<file path="src/rtl/hosts_line_tokenizer_core_defines.svh">
// ----------------------------------------------------------------------------
// Hosts line tokenizer: assertion macros
// Concurrent checks on clk, disabled while rst_n is low; empty in synthesis.
// ----------------------------------------------------------------------------
`ifndef HOSTS_LINE_TOKENIZER_CORE_DEFINES_SVH
`define HOSTS_LINE_TOKENIZER_CORE_DEFINES_SVH

`ifndef SYNTHESIS
// property that must hold at every edge out of reset
`define HLT_ASSERT(lbl, prop) \
    lbl: assert property (@(posedge clk) disable iff (!rst_n) (prop)) \
        else $error("hosts line tokenizer: check failed");
// condition that must hold in the cycle after a trigger
`define HLT_ASSERT_NEXT(lbl, trig, cons) \
    lbl: assert property (@(posedge clk) disable iff (!rst_n) (trig) |=> (cons)) \
        else $error("hosts line tokenizer: sequence check failed");
`else
`define HLT_ASSERT(lbl, prop)
`define HLT_ASSERT_NEXT(lbl, trig, cons)
`endif

`endif

</file>
<file path="src/rtl/hlt_pkg.sv">
// ----------------------------------------------------------------------------
// Hosts line tokenizer package
// Shared types, codes, character classes and recognizer step functions.
// ----------------------------------------------------------------------------
package hlt_pkg;

    localparam int POS_BITS_DEF = 20;
    localparam int TOK_POS_W    = 20;
    localparam int QUEUE_DEPTH  = 4;

    // token kinds
    localparam logic [2:0] K_NEWLINE = 3'd0;
    localparam logic [2:0] K_BLANKS  = 3'd1;
    localparam logic [2:0] K_COMMENT = 3'd2;
    localparam logic [2:0] K_IPV4    = 3'd3;
    localparam logic [2:0] K_IPV6    = 3'd4;
    localparam logic [2:0] K_HOST    = 3'd5;
    localparam logic [2:0] K_ERROR   = 3'd6;

    // characters
    localparam logic [15:0] CH_HT    = 16'h0009;
    localparam logic [15:0] CH_LF    = 16'h000A;
    localparam logic [15:0] CH_CR    = 16'h000D;
    localparam logic [15:0] CH_SP    = 16'h0020;
    localparam logic [15:0] CH_HASH  = 16'h0023;
    localparam logic [15:0] CH_DASH  = 16'h002D;
    localparam logic [15:0] CH_DOT   = 16'h002E;
    localparam logic [15:0] CH_COLON = 16'h003A;

    // IPv4 phases
    localparam logic [1:0] P_RUN  = 2'd0;
    localparam logic [1:0] P_ACC  = 2'd1;
    localparam logic [1:0] P_FAIL = 2'd2;

    // IPv6 phases
    localparam logic [2:0] V6_START = 3'd0;
    localparam logic [2:0] V6_C1    = 3'd1;
    localparam logic [2:0] V6_DC    = 3'd2;
    localparam logic [2:0] V6_SC    = 3'd3;
    localparam logic [2:0] V6_GS    = 3'd4;
    localparam logic [2:0] V6_GROUP = 3'd5;
    localparam logic [2:0] V6_ACC   = 3'd6;
    localparam logic [2:0] V6_FAIL  = 3'd7;

    // host name phases
    localparam logic [2:0] N_START = 3'd0;
    localparam logic [2:0] N_BODY  = 3'd1;
    localparam logic [2:0] N_SEP   = 3'd2;
    localparam logic [2:0] N_ACC   = 3'd3;
    localparam logic [2:0] N_FAIL  = 3'd4;

    typedef struct packed {
        logic [1:0] phase;
        logic [1:0] groups;
        logic [1:0] digits;
        logic [7:0] value;
    } v4_t;

    typedef struct packed {
        logic [2:0] phase;
        logic       dbl;
        logic [3:0] groups;
        logic [2:0] digits;
    } v6_t;

    typedef struct packed {
        logic [2:0]           kind;
        logic [TOK_POS_W-1:0] start_pos;
        logic [TOK_POS_W-1:0] end_pos;
        logic                 run_last;
        logic                 file_done;
    } tok_t;

    // up to two tokens from one character, slot 1 only with slot 0
    typedef struct packed {
        logic push;
        logic v0;
        logic v1;
        tok_t t0;
        tok_t t1;
    } slots_t;

    function automatic logic is_digit(input logic [15:0] c);
        return c inside {[16'h0030:16'h0039]};
    endfunction

    function automatic logic is_alpha(input logic [15:0] c);
        return c inside {[16'h0041:16'h005A], [16'h0061:16'h007A]};
    endfunction

    function automatic logic is_alnum(input logic [15:0] c);
        return is_digit(c) || is_alpha(c);
    endfunction

    function automatic logic is_hex(input logic [15:0] c);
        return is_digit(c) || (c inside {[16'h0041:16'h0046], [16'h0061:16'h0066]});
    endfunction

    function automatic logic is_blank(input logic [15:0] c);
        return (c == CH_SP) || (c == CH_HT);
    endfunction

    function automatic logic is_eol(input logic [15:0] c);
        return (c == CH_CR) || (c == CH_LF);
    endfunction

    // eof stands for the end-of-file pseudo character
    function automatic logic is_delim(input logic [15:0] c, input logic eof);
        return eof || is_blank(c) || is_eol(c) || (c == CH_HASH);
    endfunction

    function automatic v4_t v4_feed(input v4_t t, input logic [15:0] c, input logic eof);
        v4_t         r;
        logic [11:0] nv;
        r  = t;
        nv = 12'(t.value) * 12'd10 + 12'(c[3:0]);
        if (t.phase == P_RUN) begin
            if (is_delim(c, eof)) begin
                r.phase = (t.groups == 2'd3 && t.digits != 2'd0) ? P_ACC : P_FAIL;
            end else if (is_digit(c)) begin
                if (t.digits == 2'd3 || nv > 12'd255) begin
                    r.phase = P_FAIL;
                end else begin
                    r.value  = nv[7:0];
                    r.digits = t.digits + 2'd1;
                end
            end else if (c == CH_DOT) begin
                if (t.digits == 2'd0 || t.groups == 2'd3) begin
                    r.phase = P_FAIL;
                end else begin
                    r.groups = t.groups + 2'd1;
                    r.digits = 2'd0;
                    r.value  = 8'd0;
                end
            end else begin
                r.phase = P_FAIL;
            end
        end
        return r;
    endfunction

    function automatic v6_t v6_feed(input v6_t t, input logic [15:0] c, input logic eof);
        v6_t  r;
        logic hx;
        logic cl;
        logic dl;
        r  = t;
        hx = !eof && is_hex(c);
        cl = !eof && (c == CH_COLON);
        dl = is_delim(c, eof);
        case (t.phase)
            V6_START, V6_SC:
            begin
                if (cl) begin
                    r.phase = (t.phase == V6_START) ? V6_C1 : V6_DC;
                end else if (hx) begin
                    r.phase  = V6_GROUP;
                    r.digits = 3'd1;
                end else begin
                    r.phase = V6_FAIL;
                end
            end
            V6_C1:
            begin
                r.phase = cl ? V6_DC : V6_FAIL;
            end
            V6_DC:
            begin
                if (dl) begin
                    r.phase = V6_ACC;
                end else begin
                    r.dbl = 1'b1;
                    if (hx) begin
                        r.phase  = V6_GROUP;
                        r.digits = 3'd1;
                    end else begin
                        r.phase = V6_FAIL;
                    end
                end
            end
            V6_GS:
            begin
                if (hx) begin
                    r.phase  = V6_GROUP;
                    r.digits = 3'd1;
                end else begin
                    r.phase = V6_FAIL;
                end
            end
            V6_GROUP:
            begin
                if (hx && t.digits < 3'd4) begin
                    r.digits = t.digits + 3'd1;
                end else begin
                    if (t.groups < 4'd8) begin
                        r.groups = t.groups + 4'd1;
                    end
                    r.digits = 3'd0;
                    if (!t.dbl) begin
                        if (r.groups == 4'd8) begin
                            r.phase = dl ? V6_ACC : V6_FAIL;
                        end else begin
                            r.phase = cl ? V6_SC : V6_FAIL;
                        end
                    end else if (r.groups == 4'd7) begin
                        r.phase = dl ? V6_ACC : V6_FAIL;
                    end else if (cl) begin
                        r.phase = V6_GS;
                    end else begin
                        r.phase = dl ? V6_ACC : V6_FAIL;
                    end
                end
            end
            default:
            begin
                r = t;
            end
        endcase
        return r;
    endfunction

    function automatic logic [2:0] name_feed(input logic [2:0] n, input logic [15:0] c,
                                             input logic eof);
        logic [2:0] r;
        r = n;
        case (n)
            N_START:
            begin
                r = (!eof && is_alpha(c)) ? N_BODY : N_FAIL;
            end
            N_BODY:
            begin
                if (is_delim(c, eof)) begin
                    r = N_ACC;
                end else if (is_alnum(c)) begin
                    r = N_BODY;
                end else if (c == CH_DASH || c == CH_DOT) begin
                    r = N_SEP;
                end else begin
                    r = N_FAIL;
                end
            end
            N_SEP:
            begin
                r = (!eof && is_alnum(c)) ? N_BODY : N_FAIL;
            end
            default:
            begin
                r = n;
            end
        endcase
        return r;
    endfunction

endpackage

</file>
<file path="src/rtl/hlt_char_if.sv">
// ----------------------------------------------------------------------------
// Character channel
// One file character per transaction, with end-of-file mark.
// ----------------------------------------------------------------------------
interface hlt_char_if;
    logic        valid;
    logic        ready;
    logic [15:0] character;
    logic        final_char;

    modport source (output valid, character, final_char, input ready);
    modport sink   (input valid, character, final_char, output ready);
endinterface

</file>
<file path="src/rtl/hlt_tok_if.sv">
// ----------------------------------------------------------------------------
// Token channel
// One closed token per transaction: kind, span and end marks.
// ----------------------------------------------------------------------------
interface hlt_tok_if;
    logic        valid;
    logic        ready;
    logic [2:0]  token_kind;
    logic [19:0] token_start;
    logic [19:0] token_end;
    logic        run_last;
    logic        file_done;

    modport source (output valid, token_kind, token_start, token_end, run_last, file_done,
                    input ready);
    modport sink   (input valid, token_kind, token_start, token_end, run_last, file_done,
                    output ready);
endinterface

</file>
<file path="src/rtl/hosts_line_tokenizer_core.sv">
// Path: a token closed by a character goes through the queue write, then the output
//   register onto the token channel; it waits longer if other tokens are ahead of it.
// Throughput: one character per cycle; a character may close two tokens while the token
//   channel drains one per cycle, so input stalls once more than two tokens wait.
// Reset (rst_n low, asynchronous): position 0, lexer between tokens, queue empty.
// ----------------------------------------------------------------------------
// Hosts line tokenizer top level
// Streams hosts-file characters in, emits newline, blank, comment, address,
// host name and error tokens with their spans.
// ----------------------------------------------------------------------------
`include "hosts_line_tokenizer_core_defines.svh"

module hosts_line_tokenizer_core #(
    parameter int POS_BITS = hlt_pkg::POS_BITS_DEF
) (
    input  logic      clk,
    input  logic      rst_n,
    hlt_char_if.sink  chars,
    hlt_tok_if.source tokens
);
    import hlt_pkg::*;

    slots_t slots;     // tokens closed by the current character
    logic   space;     // queue can take two more tokens
    logic   not_empty;
    tok_t   head;
    logic   pop;

    // front: lexer state, recognizers, token closing
    hlt_front #(
        .POS_BITS (POS_BITS)
    ) u_front (
        .clk   (clk),
        .rst_n (rst_n),
        .chars (chars),
        .space (space),
        .slots (slots)
    );

    // decoupling queue between lexer and output
    hlt_tok_queue u_queue (
        .clk       (clk),
        .rst_n     (rst_n),
        .slots     (slots),
        .space     (space),
        .not_empty (not_empty),
        .head      (head),
        .pop       (pop)
    );

    // back: output register on the token channel
    hlt_back u_back (
        .clk       (clk),
        .rst_n     (rst_n),
        .not_empty (not_empty),
        .head      (head),
        .pop       (pop),
        .tokens    (tokens)
    );

    // the last token of a file is always the last of its character
    `HLT_ASSERT(a_done_is_last, tokens.valid && tokens.file_done |-> tokens.run_last)
    // two tokens from one character leave the queue occupied
    `HLT_ASSERT_NEXT(a_two_slots, slots.push && slots.v1, !space || not_empty)
    // a newline is never empty unless the position has saturated
    `HLT_ASSERT(a_span_order, tokens.valid && tokens.token_kind == K_NEWLINE |->
        tokens.token_end != tokens.token_start ||
        tokens.token_end == TOK_POS_W'({POS_BITS{1'b1}}))

endmodule

</file>
<file path="src/rtl/hlt_front.sv">
// ----------------------------------------------------------------------------
// Hosts line tokenizer front end
// Classifies each character, steps the recognizers, closes tokens.
// ----------------------------------------------------------------------------
module hlt_front #(
    parameter int POS_BITS = hlt_pkg::POS_BITS_DEF
) (
    input  logic            clk,
    input  logic            rst_n,
    hlt_char_if.sink        chars,
    input  logic            space,
    output hlt_pkg::slots_t slots
);
    import hlt_pkg::*;

    localparam logic [2:0] M_IDLE    = 3'd0;
    localparam logic [2:0] M_CR      = 3'd1;
    localparam logic [2:0] M_BLANKS  = 3'd2;
    localparam logic [2:0] M_COMMENT = 3'd3;
    localparam logic [2:0] M_ADDR    = 3'd4;
    localparam logic [2:0] M_NAME    = 3'd5;
    localparam logic [2:0] M_ERROR   = 3'd6;

    logic [POS_BITS-1:0] pos_reg, pos_next;
    logic [POS_BITS-1:0] tb_reg, tb_next;
    logic [2:0]          mode_reg, mode_next;
    logic                at_reg, at_next;
    v4_t                 v4_reg, v4_next;
    v6_t                 v6_reg, v6_next;
    logic [2:0]          name_reg, name_next;
    slots_t              sl;
    logic                accept;

    function automatic slots_t push(input slots_t s, input logic [2:0] k,
                                    input logic [POS_BITS-1:0] a,
                                    input logic [POS_BITS-1:0] b);
        slots_t r;
        tok_t   t;
        r           = s;
        t.kind      = k;
        t.start_pos = TOK_POS_W'(a);
        t.end_pos   = TOK_POS_W'(b);
        t.run_last  = 1'b0;
        t.file_done = 1'b0;
        if (!s.v0) begin
            r.v0 = 1'b1;
            r.t0 = t;
        end else if (!s.v1) begin
            r.v1 = 1'b1;
            r.t1 = t;
        end
        return r;
    endfunction

    assign chars.ready = space;
    assign accept      = chars.valid && space;

    always_comb
    begin
        logic [15:0]         c;
        logic [POS_BITS-1:0] p;
        logic [POS_BITS-1:0] pi;
        logic                fin;
        logic                do_begin;
        v4_t                 f4;
        v6_t                 f6;
        logic [2:0]          fn;
        c         = chars.character;
        fin       = chars.final_char;
        p         = pos_reg;
        pi        = (pos_reg == {POS_BITS{1'b1}}) ? pos_reg : pos_reg + 1'b1;
        pos_next  = pi;
        tb_next   = tb_reg;
        mode_next = mode_reg;
        at_next   = at_reg;
        v4_next   = v4_reg;
        v6_next   = v6_reg;
        name_next = name_reg;
        do_begin  = 1'b0;
        sl        = '0;
        f4        = '0;
        f6        = '0;
        fn        = N_START;

        case (mode_reg)
            M_CR:
            begin
                at_next = 1'b0;
                if (c == CH_LF) begin
                    sl        = push(sl, K_NEWLINE, tb_reg, pi);
                    mode_next = M_IDLE;
                end else begin
                    sl       = push(sl, K_NEWLINE, tb_reg, p);
                    do_begin = 1'b1;
                end
            end
            M_BLANKS:
            begin
                if (!is_blank(c)) begin
                    sl       = push(sl, K_BLANKS, tb_reg, p);
                    do_begin = 1'b1;
                end
            end
            M_COMMENT:
            begin
                if (is_eol(c)) begin
                    sl       = push(sl, K_COMMENT, tb_reg, p);
                    do_begin = 1'b1;
                end
            end
            M_ERROR:
            begin
                if (is_eol(c)) begin
                    sl       = push(sl, K_ERROR, tb_reg, p);
                    do_begin = 1'b1;
                end
            end
            M_ADDR:
            begin
                v4_next = v4_feed(v4_reg, c, 1'b0);
                v6_next = v6_feed(v6_reg, c, 1'b0);
                if (is_delim(c, 1'b0)) begin
                    if (v4_next.phase == P_ACC) begin
                        sl       = push(sl, K_IPV4, tb_reg, p);
                        at_next  = 1'b1;
                        do_begin = 1'b1;
                    end else if (v6_next.phase == V6_ACC) begin
                        sl       = push(sl, K_IPV6, tb_reg, p);
                        at_next  = 1'b1;
                        do_begin = 1'b1;
                    end else begin
                        mode_next = M_ERROR;
                        if (is_eol(c)) begin
                            sl       = push(sl, K_ERROR, tb_reg, p);
                            do_begin = 1'b1;
                        end
                    end
                end else if (v4_next.phase == P_FAIL && v6_next.phase == V6_FAIL) begin
                    mode_next = M_ERROR;
                end
            end
            M_NAME:
            begin
                name_next = name_feed(name_reg, c, 1'b0);
                if (is_delim(c, 1'b0)) begin
                    if (name_next == N_ACC) begin
                        sl       = push(sl, K_HOST, tb_reg, p);
                        do_begin = 1'b1;
                    end else begin
                        mode_next = M_ERROR;
                        if (is_eol(c)) begin
                            sl       = push(sl, K_ERROR, tb_reg, p);
                            do_begin = 1'b1;
                        end
                    end
                end else if (name_next == N_FAIL) begin
                    mode_next = M_ERROR;
                end
            end
            default:
            begin
                do_begin = 1'b1;
            end
        endcase

        // open the next token on the closing character
        if (do_begin) begin
            tb_next = p;
            if (c == CH_CR) begin
                mode_next = M_CR;
            end else if (c == CH_LF) begin
                sl        = push(sl, K_NEWLINE, p, pi);
                at_next   = 1'b0;
                mode_next = M_IDLE;
            end else if (is_blank(c)) begin
                mode_next = M_BLANKS;
            end else if (c == CH_HASH) begin
                mode_next = M_COMMENT;
            end else if (!at_next) begin
                v4_next   = v4_feed('0, c, 1'b0);
                v6_next   = v6_feed('0, c, 1'b0);
                mode_next = (v4_next.phase == P_FAIL && v6_next.phase == V6_FAIL) ?
                            M_ERROR : M_ADDR;
            end else if (is_alpha(c)) begin
                name_next = name_feed(N_START, c, 1'b0);
                mode_next = M_NAME;
            end else begin
                mode_next = M_ERROR;
            end
        end

        // end of file closes whatever is open, then everything resets
        if (fin) begin
            case (mode_next)
                M_CR:      sl = push(sl, K_NEWLINE, tb_next, pi);
                M_BLANKS:  sl = push(sl, K_BLANKS, tb_next, pi);
                M_COMMENT: sl = push(sl, K_COMMENT, tb_next, pi);
                M_ERROR:   sl = push(sl, K_ERROR, tb_next, pi);
                M_ADDR:
                begin
                    f4 = v4_feed(v4_next, c, 1'b1);
                    f6 = v6_feed(v6_next, c, 1'b1);
                    if (f4.phase == P_ACC) begin
                        sl = push(sl, K_IPV4, tb_next, pi);
                    end else if (f6.phase == V6_ACC) begin
                        sl = push(sl, K_IPV6, tb_next, pi);
                    end else begin
                        sl = push(sl, K_ERROR, tb_next, pi);
                    end
                end
                M_NAME:
                begin
                    fn = name_feed(name_next, c, 1'b1);
                    sl = push(sl, (fn == N_ACC) ? K_HOST : K_ERROR, tb_next, pi);
                end
                default:   sl = sl;
            endcase
            pos_next  = '0;
            tb_next   = '0;
            mode_next = M_IDLE;
            at_next   = 1'b0;
            v4_next   = '0;
            v6_next   = '0;
            name_next = N_START;
        end

        if (sl.v1) begin
            sl.t1.run_last  = 1'b1;
            sl.t1.file_done = fin;
        end else if (sl.v0) begin
            sl.t0.run_last  = 1'b1;
            sl.t0.file_done = fin;
        end
        sl.push = accept;
        slots   = sl;
    end

    always_ff @(posedge clk or negedge rst_n)
    begin
        if (!rst_n) begin
            pos_reg  <= '0;
            tb_reg   <= '0;
            mode_reg <= M_IDLE;
            at_reg   <= 1'b0;
            v4_reg   <= '0;
            v6_reg   <= '0;
            name_reg <= N_START;
        end else if (accept) begin
            pos_reg  <= pos_next;
            tb_reg   <= tb_next;
            mode_reg <= mode_next;
            at_reg   <= at_next;
            v4_reg   <= v4_next;
            v6_reg   <= v6_next;
            name_reg <= name_next;
        end
    end

endmodule

</file>
<file path="src/rtl/hlt_tok_queue.sv">
// ----------------------------------------------------------------------------
// Hosts line tokenizer token queue
// Small FIFO; takes up to two tokens a cycle, gives out one.
// ----------------------------------------------------------------------------
`include "hosts_line_tokenizer_core_defines.svh"

module hlt_tok_queue (
    input  logic            clk,
    input  logic            rst_n,
    input  hlt_pkg::slots_t slots,
    output logic            space,
    output logic            not_empty,
    output hlt_pkg::tok_t   head,
    input  logic            pop
);
    import hlt_pkg::*;

    localparam int AW = $clog2(QUEUE_DEPTH);
    localparam int CW = $clog2(QUEUE_DEPTH + 1);

    tok_t          entries_reg [QUEUE_DEPTH];
    logic [AW-1:0] wr_reg, wr_next;
    logic [AW-1:0] rd_reg, rd_next;
    logic [CW-1:0] count_reg, count_next;
    logic          w0;
    logic          w1;
    logic [AW-1:0] wr_plus1;

    assign w0        = slots.push && slots.v0;
    assign w1        = slots.push && slots.v1;
    assign wr_plus1  = wr_reg + 1'b1;
    assign space     = count_reg <= CW'(QUEUE_DEPTH - 2);
    assign not_empty = count_reg != '0;
    assign head      = entries_reg[rd_reg];

    always_comb
    begin
        wr_next    = wr_reg + AW'(w0) + AW'(w1);
        rd_next    = rd_reg + AW'(pop);
        count_next = count_reg + CW'(w0) + CW'(w1) - CW'(pop);
    end

    always_ff @(posedge clk)
    begin
        if (w0) begin
            entries_reg[wr_reg] <= slots.t0;
        end
        if (w1) begin
            entries_reg[wr_plus1] <= slots.t1;
        end
    end

    always_ff @(posedge clk or negedge rst_n)
    begin
        if (!rst_n) begin
            wr_reg    <= '0;
            rd_reg    <= '0;
            count_reg <= '0;
        end else begin
            wr_reg    <= wr_next;
            rd_reg    <= rd_next;
            count_reg <= count_next;
        end
    end

    `HLT_ASSERT(a_count_bound, count_reg <= CW'(QUEUE_DEPTH))
    `HLT_ASSERT(a_no_overrun, slots.push |-> space)
    `HLT_ASSERT(a_ptr_gap, (count_reg == '0) |-> (wr_reg == rd_reg))
    `HLT_ASSERT_NEXT(a_pop_drains, pop && !w0, count_reg == $past(count_reg) - 1'b1)

endmodule

</file>
<file path="src/rtl/hlt_back.sv">
// ----------------------------------------------------------------------------
// Hosts line tokenizer back end
// Output register that drives the token channel from the queue head.
// ----------------------------------------------------------------------------
module hlt_back (
    input  logic          clk,
    input  logic          rst_n,
    input  logic          not_empty,
    input  hlt_pkg::tok_t head,
    output logic          pop,
    hlt_tok_if.source     tokens
);
    import hlt_pkg::*;

    logic valid_reg;
    tok_t tok_reg;

    assign pop = not_empty && (!valid_reg || tokens.ready);

    always_ff @(posedge clk or negedge rst_n)
    begin
        if (!rst_n) begin
            valid_reg <= 1'b0;
        end else if (!valid_reg || tokens.ready) begin
            valid_reg <= not_empty;
        end
    end

    always_ff @(posedge clk)
    begin
        if (pop) begin
            tok_reg <= head;
        end
    end

    assign tokens.valid       = valid_reg;
    assign tokens.token_kind  = tok_reg.kind;
    assign tokens.token_start = tok_reg.start_pos;
    assign tokens.token_end   = tok_reg.end_pos;
    assign tokens.run_last    = tok_reg.run_last;
    assign tokens.file_done   = tok_reg.file_done;

endmodule

</file>
<file path="src/flat_wrapper.sv">
// flat-port wrapper written by rule: the top's interface ports become plain ports
module hosts_line_tokenizer_core_flat import hlt_pkg::*;
#(
    parameter int POS_BITS = hlt_pkg::POS_BITS_DEF
)
  (clk, rst_n, chars_valid, chars_character, chars_final_char, chars_ready, tokens_valid, tokens_token_kind, tokens_token_start, tokens_token_end, tokens_run_last, tokens_file_done, tokens_ready);
  hlt_char_if chars_i ();
  hlt_tok_if tokens_i ();
  input  logic clk;
  input  logic rst_n;
  input wire logic [$bits(chars_i.valid)-1:0] chars_valid;
  input wire logic [$bits(chars_i.character)-1:0] chars_character;
  input wire logic [$bits(chars_i.final_char)-1:0] chars_final_char;
  output wire logic [$bits(chars_i.ready)-1:0] chars_ready;
  output wire logic [$bits(tokens_i.valid)-1:0] tokens_valid;
  output wire logic [$bits(tokens_i.token_kind)-1:0] tokens_token_kind;
  output wire logic [$bits(tokens_i.token_start)-1:0] tokens_token_start;
  output wire logic [$bits(tokens_i.token_end)-1:0] tokens_token_end;
  output wire logic [$bits(tokens_i.run_last)-1:0] tokens_run_last;
  output wire logic [$bits(tokens_i.file_done)-1:0] tokens_file_done;
  input wire logic [$bits(tokens_i.ready)-1:0] tokens_ready;
  assign chars_i.valid = chars_valid;
  assign chars_i.character = chars_character;
  assign chars_i.final_char = chars_final_char;
  assign chars_ready = chars_i.ready;
  assign tokens_valid = tokens_i.valid;
  assign tokens_token_kind = tokens_i.token_kind;
  assign tokens_token_start = tokens_i.token_start;
  assign tokens_token_end = tokens_i.token_end;
  assign tokens_run_last = tokens_i.run_last;
  assign tokens_file_done = tokens_i.file_done;
  assign tokens_i.ready = tokens_ready;
  hosts_line_tokenizer_core #(.POS_BITS(POS_BITS)) u_core (.clk(clk), .rst_n(rst_n), .chars(chars_i), .tokens(tokens_i));
endmodule
</file>
<file path="config.mk">
export PLATFORM = sky130hd
export DESIGN_NAME = hosts_line_tokenizer_core_flat
export DESIGN_NICKNAME = d
export VERILOG_FILES = /design/src/rtl/hlt_pkg.sv /design/src/rtl/hlt_char_if.sv /design/src/rtl/hlt_tok_if.sv /design/src/rtl/hosts_line_tokenizer_core.sv /design/src/rtl/hlt_front.sv /design/src/rtl/hlt_tok_queue.sv /design/src/rtl/hlt_back.sv /design/src/flat_wrapper.sv
export VERILOG_INCLUDE_DIRS = /design/src /design/src/rtl
export SDC_FILE = /design/constraint.sdc
export NUM_CORES = 1
export LEC_CHECK = 0
export BUFFER_PORTS_ARGS = -buffer_cell sky130_fd_sc_hd__buf_4
export CAP_MARGIN = 20
export CORE_MARGIN = 5
export CORE_UTILIZATION = 65
export CTS_CLUSTER_DIAMETER = 200
export CTS_CLUSTER_SIZE = 8
export DETAILED_ROUTE_END_ITERATION = 7
export PLACE_DENSITY_LB_ADDON = 0.3
export SYNTH_ARGS = -nofsm -noshare
export SYNTH_HDL_FRONTEND = slang
export SYNTH_HIERARCHICAL = 1
export SYNTH_SLANG_ARGS = --single-unit
</file>
<file path="constraint.sdc">
create_clock -name clk -period 12.7 [get_ports clk]
set_input_delay 1.905 -clock clk [delete_from_list [all_inputs] [get_ports clk]]
set_output_delay 1.905 -clock clk [all_outputs]
set_load 0.01 [all_outputs]
</file>
==> impl_metrics.ini, run 1 <==
[status]
status = complete, no violations

[synthesis]
syn_avg_cell_area_um2 = 12.2
yosysMostFrequentCell = edfxtp_1
synthSimpleGateAreaFrac_pct = 11.9
async_flop_share_pct = 26.2
synthMuxAreaShare_pct = 19.3
synth_area_um2 = 18000
synth_compound_area_share_pct = 12.4
ys_types = 96
ys_warn_count = 6
synth_edf_count = 225
synthFlopType = edfxtp_1
synthCells = 1483
ys_ff_latch = 305
synth_top_area_share_pct = 37.5
synth_common_cells = edfxtp_1 (225), nand2_1 (136), mux2_2 (98), o21ai_0 (98), nor2_1 (94)
synth_top_family_by_area = multiplexers
synth_xor_area_share_pct = 1.21
yosysSeqAreaShare_pct = 48.6
syn_nets = 1533
synth_area_leaders = edfxtp_1 (37%), dfrtp_1 (11%), mux2_4 (6.7%)
synthAdderAreaFrac_pct = 2.28
yosysTopAreaCell = edfxtp_1

[global_route]
gr-total-overflow = 0
grt_pass1_wl_um = 68600
antenna_found_initial = 0
grt_pass1_vias = 12600
grt_max_degree = 67
track_usage_pct = 27.7

[final_layout]
antenna_cells = 0
final_util_pct = 71.9
drive_above_1_share_pct = 26.1
largest_reg_flops = 180
synthToLayoutAreaGrowth_pct = 9.94
nFillCells = 1841
final_nets = 1553

[sta]
slew_headroom_pct = 26.2
fin_crit_sh_pct = 61.9
setup_violations = 0
fmax_mhz = 127
drv_slew = 0
hold_viol_final = 0
fin_tns_setup_ns = 0
grt_setup_unrepaired = false
worst_pin_slew_ns = 1.11
fin_crit_ns = 7.86
fin_skew_ns = 0.0177

[route]
drt_wl_total_um = 42900
drt_first_iter_violations = 1212
drc = 0
wl_per_cell_um = 22.4
dr.pass1.iters = 5
vias = 12500
antenna_left = 0
vias_per_cell = 6.54

[worst_setup_path]
cp.required_ns = 12.97
crit_path_end_kind = register
path_buf_inv = 4
max_stage_delay_ns = 0.90
cp_data_arrival_time_ns = 8.13
worst-path-max-fanout = 34
r2r_end = u_core/u_queue/entries_reg[1][0]
reg2reg_from = u_core/u_front/v6_reg[3]
critPathTopFamily = simple AND/OR/NAND/NOR gates
ff2ff_path_depth = 15
crit_start = chars_character[11]
worst-setup-path-type = input port to register
slowest_stage = inv_1
path_cells = buf_4, nor4_2, nand3_2, a21oi_4, a21oi_2, or2_1, o21a_4, a21o_1, buf_4, o21ai_2, nand2b_1, inv_1, and4bb_4, buf_4, mux2_2
timing.critical_path.mode_cell = buf_4
rrSetupSlack_ns = 6.57
cp.depth = 15
worstSetupEndpoint = u_core/u_queue/entries_reg[1][0]
crit_path_start_kind = input port

[floorplanning]
dieHeight_um = 177
core-area_um2 = 27600
fp-row-count = 61
die_w_um = 177
initial_core_util_pct = 65.4
ios = 68
die_area_um2 = 31200

[hold_path]
hold_depth = 2
hp-start = u_core/u_front/at_reg
hp-class = register to register

[clocking]
clock-sinks = 305
numCtsBuffers = 44
htreeDepth = 2
post_cts_buffers = 0
clk_pin_slew_ns = 0.05
clock-root-buffer = clkbuf_16
tritoncts = yes
cts_resized = 0
worstSkewPairLatency_ns = 0.54
ctsHoldBuffers = 0
cts_buffer_depth = 3

[placed_design]
io_buffers = 67
place.gp.congestion = 0.948
dpl.hpwl_um = 26900

[pwr]
ir_drop_mv = 0.124
p_per_area_nw_per_um2 = 186
p_leak_nw = 7.66

[job]
maxCapViolCount = 0
## worst reg2reg max path, stage by stage, from the launching register on
cell and delay, ns:
dfrtp_1 0.44, ha_1 0.35, inv_1 0.08, o41ai_1 0.53
o21ai_2 0.14, nor2_1 0.19, a22oi_4 0.09, o21a_4 0.26
a21o_1 0.15, buf_4 0.23, o21ai_2 0.24, nand2b_1 0.54
inv_1 0.90, and4bb_4 0.59, buf_4 0.67, mux2_2 0.47
## final cells by class
class | count | area (um2) | area share, %
sequential | 305 | 8760 | 44.2
tap | 378 | 473 | 2.39
timing repair buffer | 85 | 638 | 3.22
clock inverter | 3 | 48.8 | 0.246
clock buffer | 78 | 1250 | 6.31
inverter | 27 | 101 | 0.511
multi-input combinational | 1040 | 8550 | 43.1
## how the worst min path moves through the flow
stage                                 end
CTS                 u_core/u_front/at_reg
floorplan           u_core/u_front/at_reg
detailed placement  u_core/u_front/at_reg
global placement    u_core/u_front/at_reg
global route        u_core/u_front/at_reg
finish              u_core/u_front/at_reg
## logic make-up after synthesis
logic type	Yosys count
buffers and inverters	138
adders and majority gates	30
DFF	305
and+or+nand+nor	420
muxes	237
AOI/OAI and AO/OA	328
xor gates and xnor gates	25
## cell usage in the layout, fill, tap and decap left out, types with 9 or more instances in the layout
cell / n
a21o_1: 14
a21oi_1: 50
a22o_1: 27
a22oi_1: 32
and2_1: 24
and3_1: 9
buf_4: 85
clkbuf_1: 33
clkbuf_16: 45
dfrtp_1: 78
edfxtp_1: 225
ha_1: 24
inv_1: 25
mux2_2: 98
mux2_4: 80
mux4_2: 45
nand2_1: 135
nand2b_1: 16
nand3_1: 29
nand4_1: 15
nor2_1: 94
nor2b_1: 11
nor3_1: 28
o211ai_1: 9
o21ai_0: 97
o21bai_1: 11
o31ai_1: 11
xnor2_1: 13
xor2_1: 12
## where the power goes
group          switching (mW)  internal (mW)  total (mW)  leakage [nW]
clock                   0.420          0.665        1.09         0.617
sequential              0.103           1.31        1.41          3.24
combinational           0.697          0.495        1.19          3.80
total                    1.22           2.47        3.69          7.66
## stage by stage
step | cell area (um2) | hold slack (ns) | worst slack [ns] | instances | total power [mW]
finish | 19800 | 0.479 | 4.84 | 1916 | 3.69
global placement | 18500 | 0.460 | 4.52 | 1835 | 2.58
floorplan | 18000 | 0.442 | 4.30 | 1483 | 2.28
detailed placement | 18500 | 0.467 | 4.42 | 1835 | 2.61
global route | 19800 | 0.530 | 4.45 | 1916 | 3.87
CTS | 19800 | 0.479 | 4.93 | 1916 | 3.71
## metal layers
metal	wire length [um]	share of wire [%]	global-route usage [%]
met1	17500	41	36.6
met2	21000	49	47.1
met3	2710	6.3	3.64
met4	1700	4.0	10.7
met5	0	0	0
No activity file was read; power rests on OpenSTA's default activity.
==> run 2: changes to the inputs <==
--- a/config.mk
+++ b/config.mk
@@ -9,7 +9,7 @@
 export BUFFER_PORTS_ARGS = -buffer_cell sky130_fd_sc_hd__buf_4
 export CAP_MARGIN = 20
 export CORE_MARGIN = 5
-export CORE_UTILIZATION = 65
+export CORE_UTILIZATION = 57
 export CTS_CLUSTER_DIAMETER = 200
 export CTS_CLUSTER_SIZE = 8
 export DETAILED_ROUTE_END_ITERATION = 7
==> constraint.sdc (replaced) <==
create_clock -name clk -period 6.8 [get_ports clk]
set_input_delay 1.02 -clock clk [delete_from_list [all_inputs] [get_ports clk]]
set_output_delay 1.02 -clock clk [all_outputs]
set_load 0.01 [all_outputs]
==> run 2 against run 1 <==
  * Die area rose by 13%
  * Via count fell by 1.0%
  * Global-route usage fell by 2.8 points
  * Setup slack got worse by 3.4 ns
  * Combinational power rose by 92%
  * Utilization fell by 8.3 points
  * Clock-buffer cell count rose by 1
==> impl_metrics.ini, run 2 (same netlist as run 1, synthesis figures left out) <==
[status]
status = complete, no violations

[placed_design]
place_area_um2 = 18700
dpl.hpwl_um = 27800
place.gp.congestion = 0.930
io_buffers = 67

[sta]
whs_ns = 0.397
fin_crit_sh_pct = 78.4
slew_headroom_pct = 31.7
setup_violations = 0
fin_crit_ns = 5.33
worst_pin_slew_ns = 1.02
fin_tns_setup_ns = 0
fmax_mhz = 188
grt_setup_unrepaired = false
fin_skew_ns = 0.0151
drv_slew = 0
hold_viol_final = 0

[final_layout]
regArea_um2 = 8760
multi_input_area_um2 = 8560
design_area_um2 = 20000
antenna_cells = 0
final_util_pct = 63.7
synthToLayoutAreaGrowth_pct = 10.8
layout_common_cells = edfxtp_1 (225), nand2_1 (135), mux2_2 (98)
largest_reg_flops = 180
final_common_cell = edfxtp_1
final_nets = 1562
drive_above_1_share_pct = 26.6
nFillCells = 2473

[clocking]
clock-sinks = 305
tritoncts = yes
post_cts_buffers = 0
htreeDepth = 2
cts_resized = 0
ctsHoldBuffers = 0
clk_pin_slew_ns = 0.05
clock-root-buffer = clkbuf_16
cts_buffer_depth = 3
numCtsBuffers = 44
worstSkewPairLatency_ns = 0.54

[worst_setup_path]
crit_path_start_kind = input port
cp_data_arrival_time_ns = 5.59
crit_path_end_kind = register
worst-path-max-fanout = 25
cp.required_ns = 7.06
worst-setup-path-type = input port to register

[floorplanning]
die_w_um = 188
die_area_um2 = 35300
ios = 68
dieHeight_um = 188
initial_core_util_pct = 57.4
core-area_um2 = 31400
fp-row-count = 65

[global_route]
grt_max_degree = 58
grt_pass1_wl_um = 70900
track_usage_pct = 24.9
gr-total-overflow = 0
grt_pass1_vias = 12800
antenna_found_initial = 0

[pwr]
p_per_area_nw_per_um2 = 348
ir_drop_mv = 0.246
finalPower_mw = 6.95
p_leak_nw = 7.73

[route]
dr.pass1.iters = 5
drt_first_iter_violations = 1064
wl_per_cell_um = 22.6
vias_per_cell = 6.36
drt_wl_total_um = 44000
vias = 12400
antenna_left = 0
drc = 0

[job]
maxCapViolCount = 0

[hold_path]
hp-class = input port to asynchronous set/reset pin
## run 2: final timing paths
kind / from / to / slack [ns] / cells past startpoint
min in group clk: u_core/u_front/at_reg / u_core/u_front/at_reg / 0.49 / 2
worst min-delay path: rst_n / u_core/u_back/tokens.valid / 0.40 / 1
worst max-delay path: chars_character[6] / u_core/u_queue/entries_reg[3][44] / 1.47 / 13
worst max register to register: u_core/u_front/v4_reg[1] / u_core/u_queue/entries_reg[3][42] / 1.70 / 15
worst min register to register: u_core/u_front/at_reg / u_core/u_front/at_reg / 0.49 / 2
max in group asynchronous: rst_n / u_core/u_front/name_reg[1] / 5.26 / 2
## run 2: final cells by class
| cell class | count | area share, % |
|---|---|---|
| flip-flops and latches | 305 | 43.8 |
| multi-input cells | 1040 | 42.8 |
| clock buffers | 79 | 6.27 |
| repair buffers | 94 | 3.78 |
| well taps | 402 | 2.52 |
| inverters | 27 | 0.507 |
| clock inverters | 3 | 0.244 |
## run 2: metal layers
metal | global-route usage, % | wire, um
met4 | 10.0 | 1680
met2 | 42.4 | 21800
met3 | 3.26 | 2410
met5 | 0 | 0
met1 | 32.7 | 18100
## run 2: critical path, cell delays in order
cell and delay [ns]:
buf_4 0.13, nor4_4 0.55, nand3_2 0.38, nor2_1 0.50, o21ai_2 0.19, a22oi_4 0.20, o21a_4 0.19, o211a_1 0.43
a21boi_1 0.59, nand2_1 0.23, mux2i_1 0.32, and3b_2 0.50, buf_4 0.36
## run 2: metrics by stage
step	worst slack [ns]	cells
after floorplan	0.483	1483
after global placement	1.02	1867
after detailed placement	0.940	1867
after CTS	1.50	1949
after global routing	1.13	1950
final	1.47	1950
## run 2: where the power goes
part	switching [mW]	internal (mW)
Clock	0.796	1.24
Combinational	1.33	0.949
Sequential	0.182	2.45
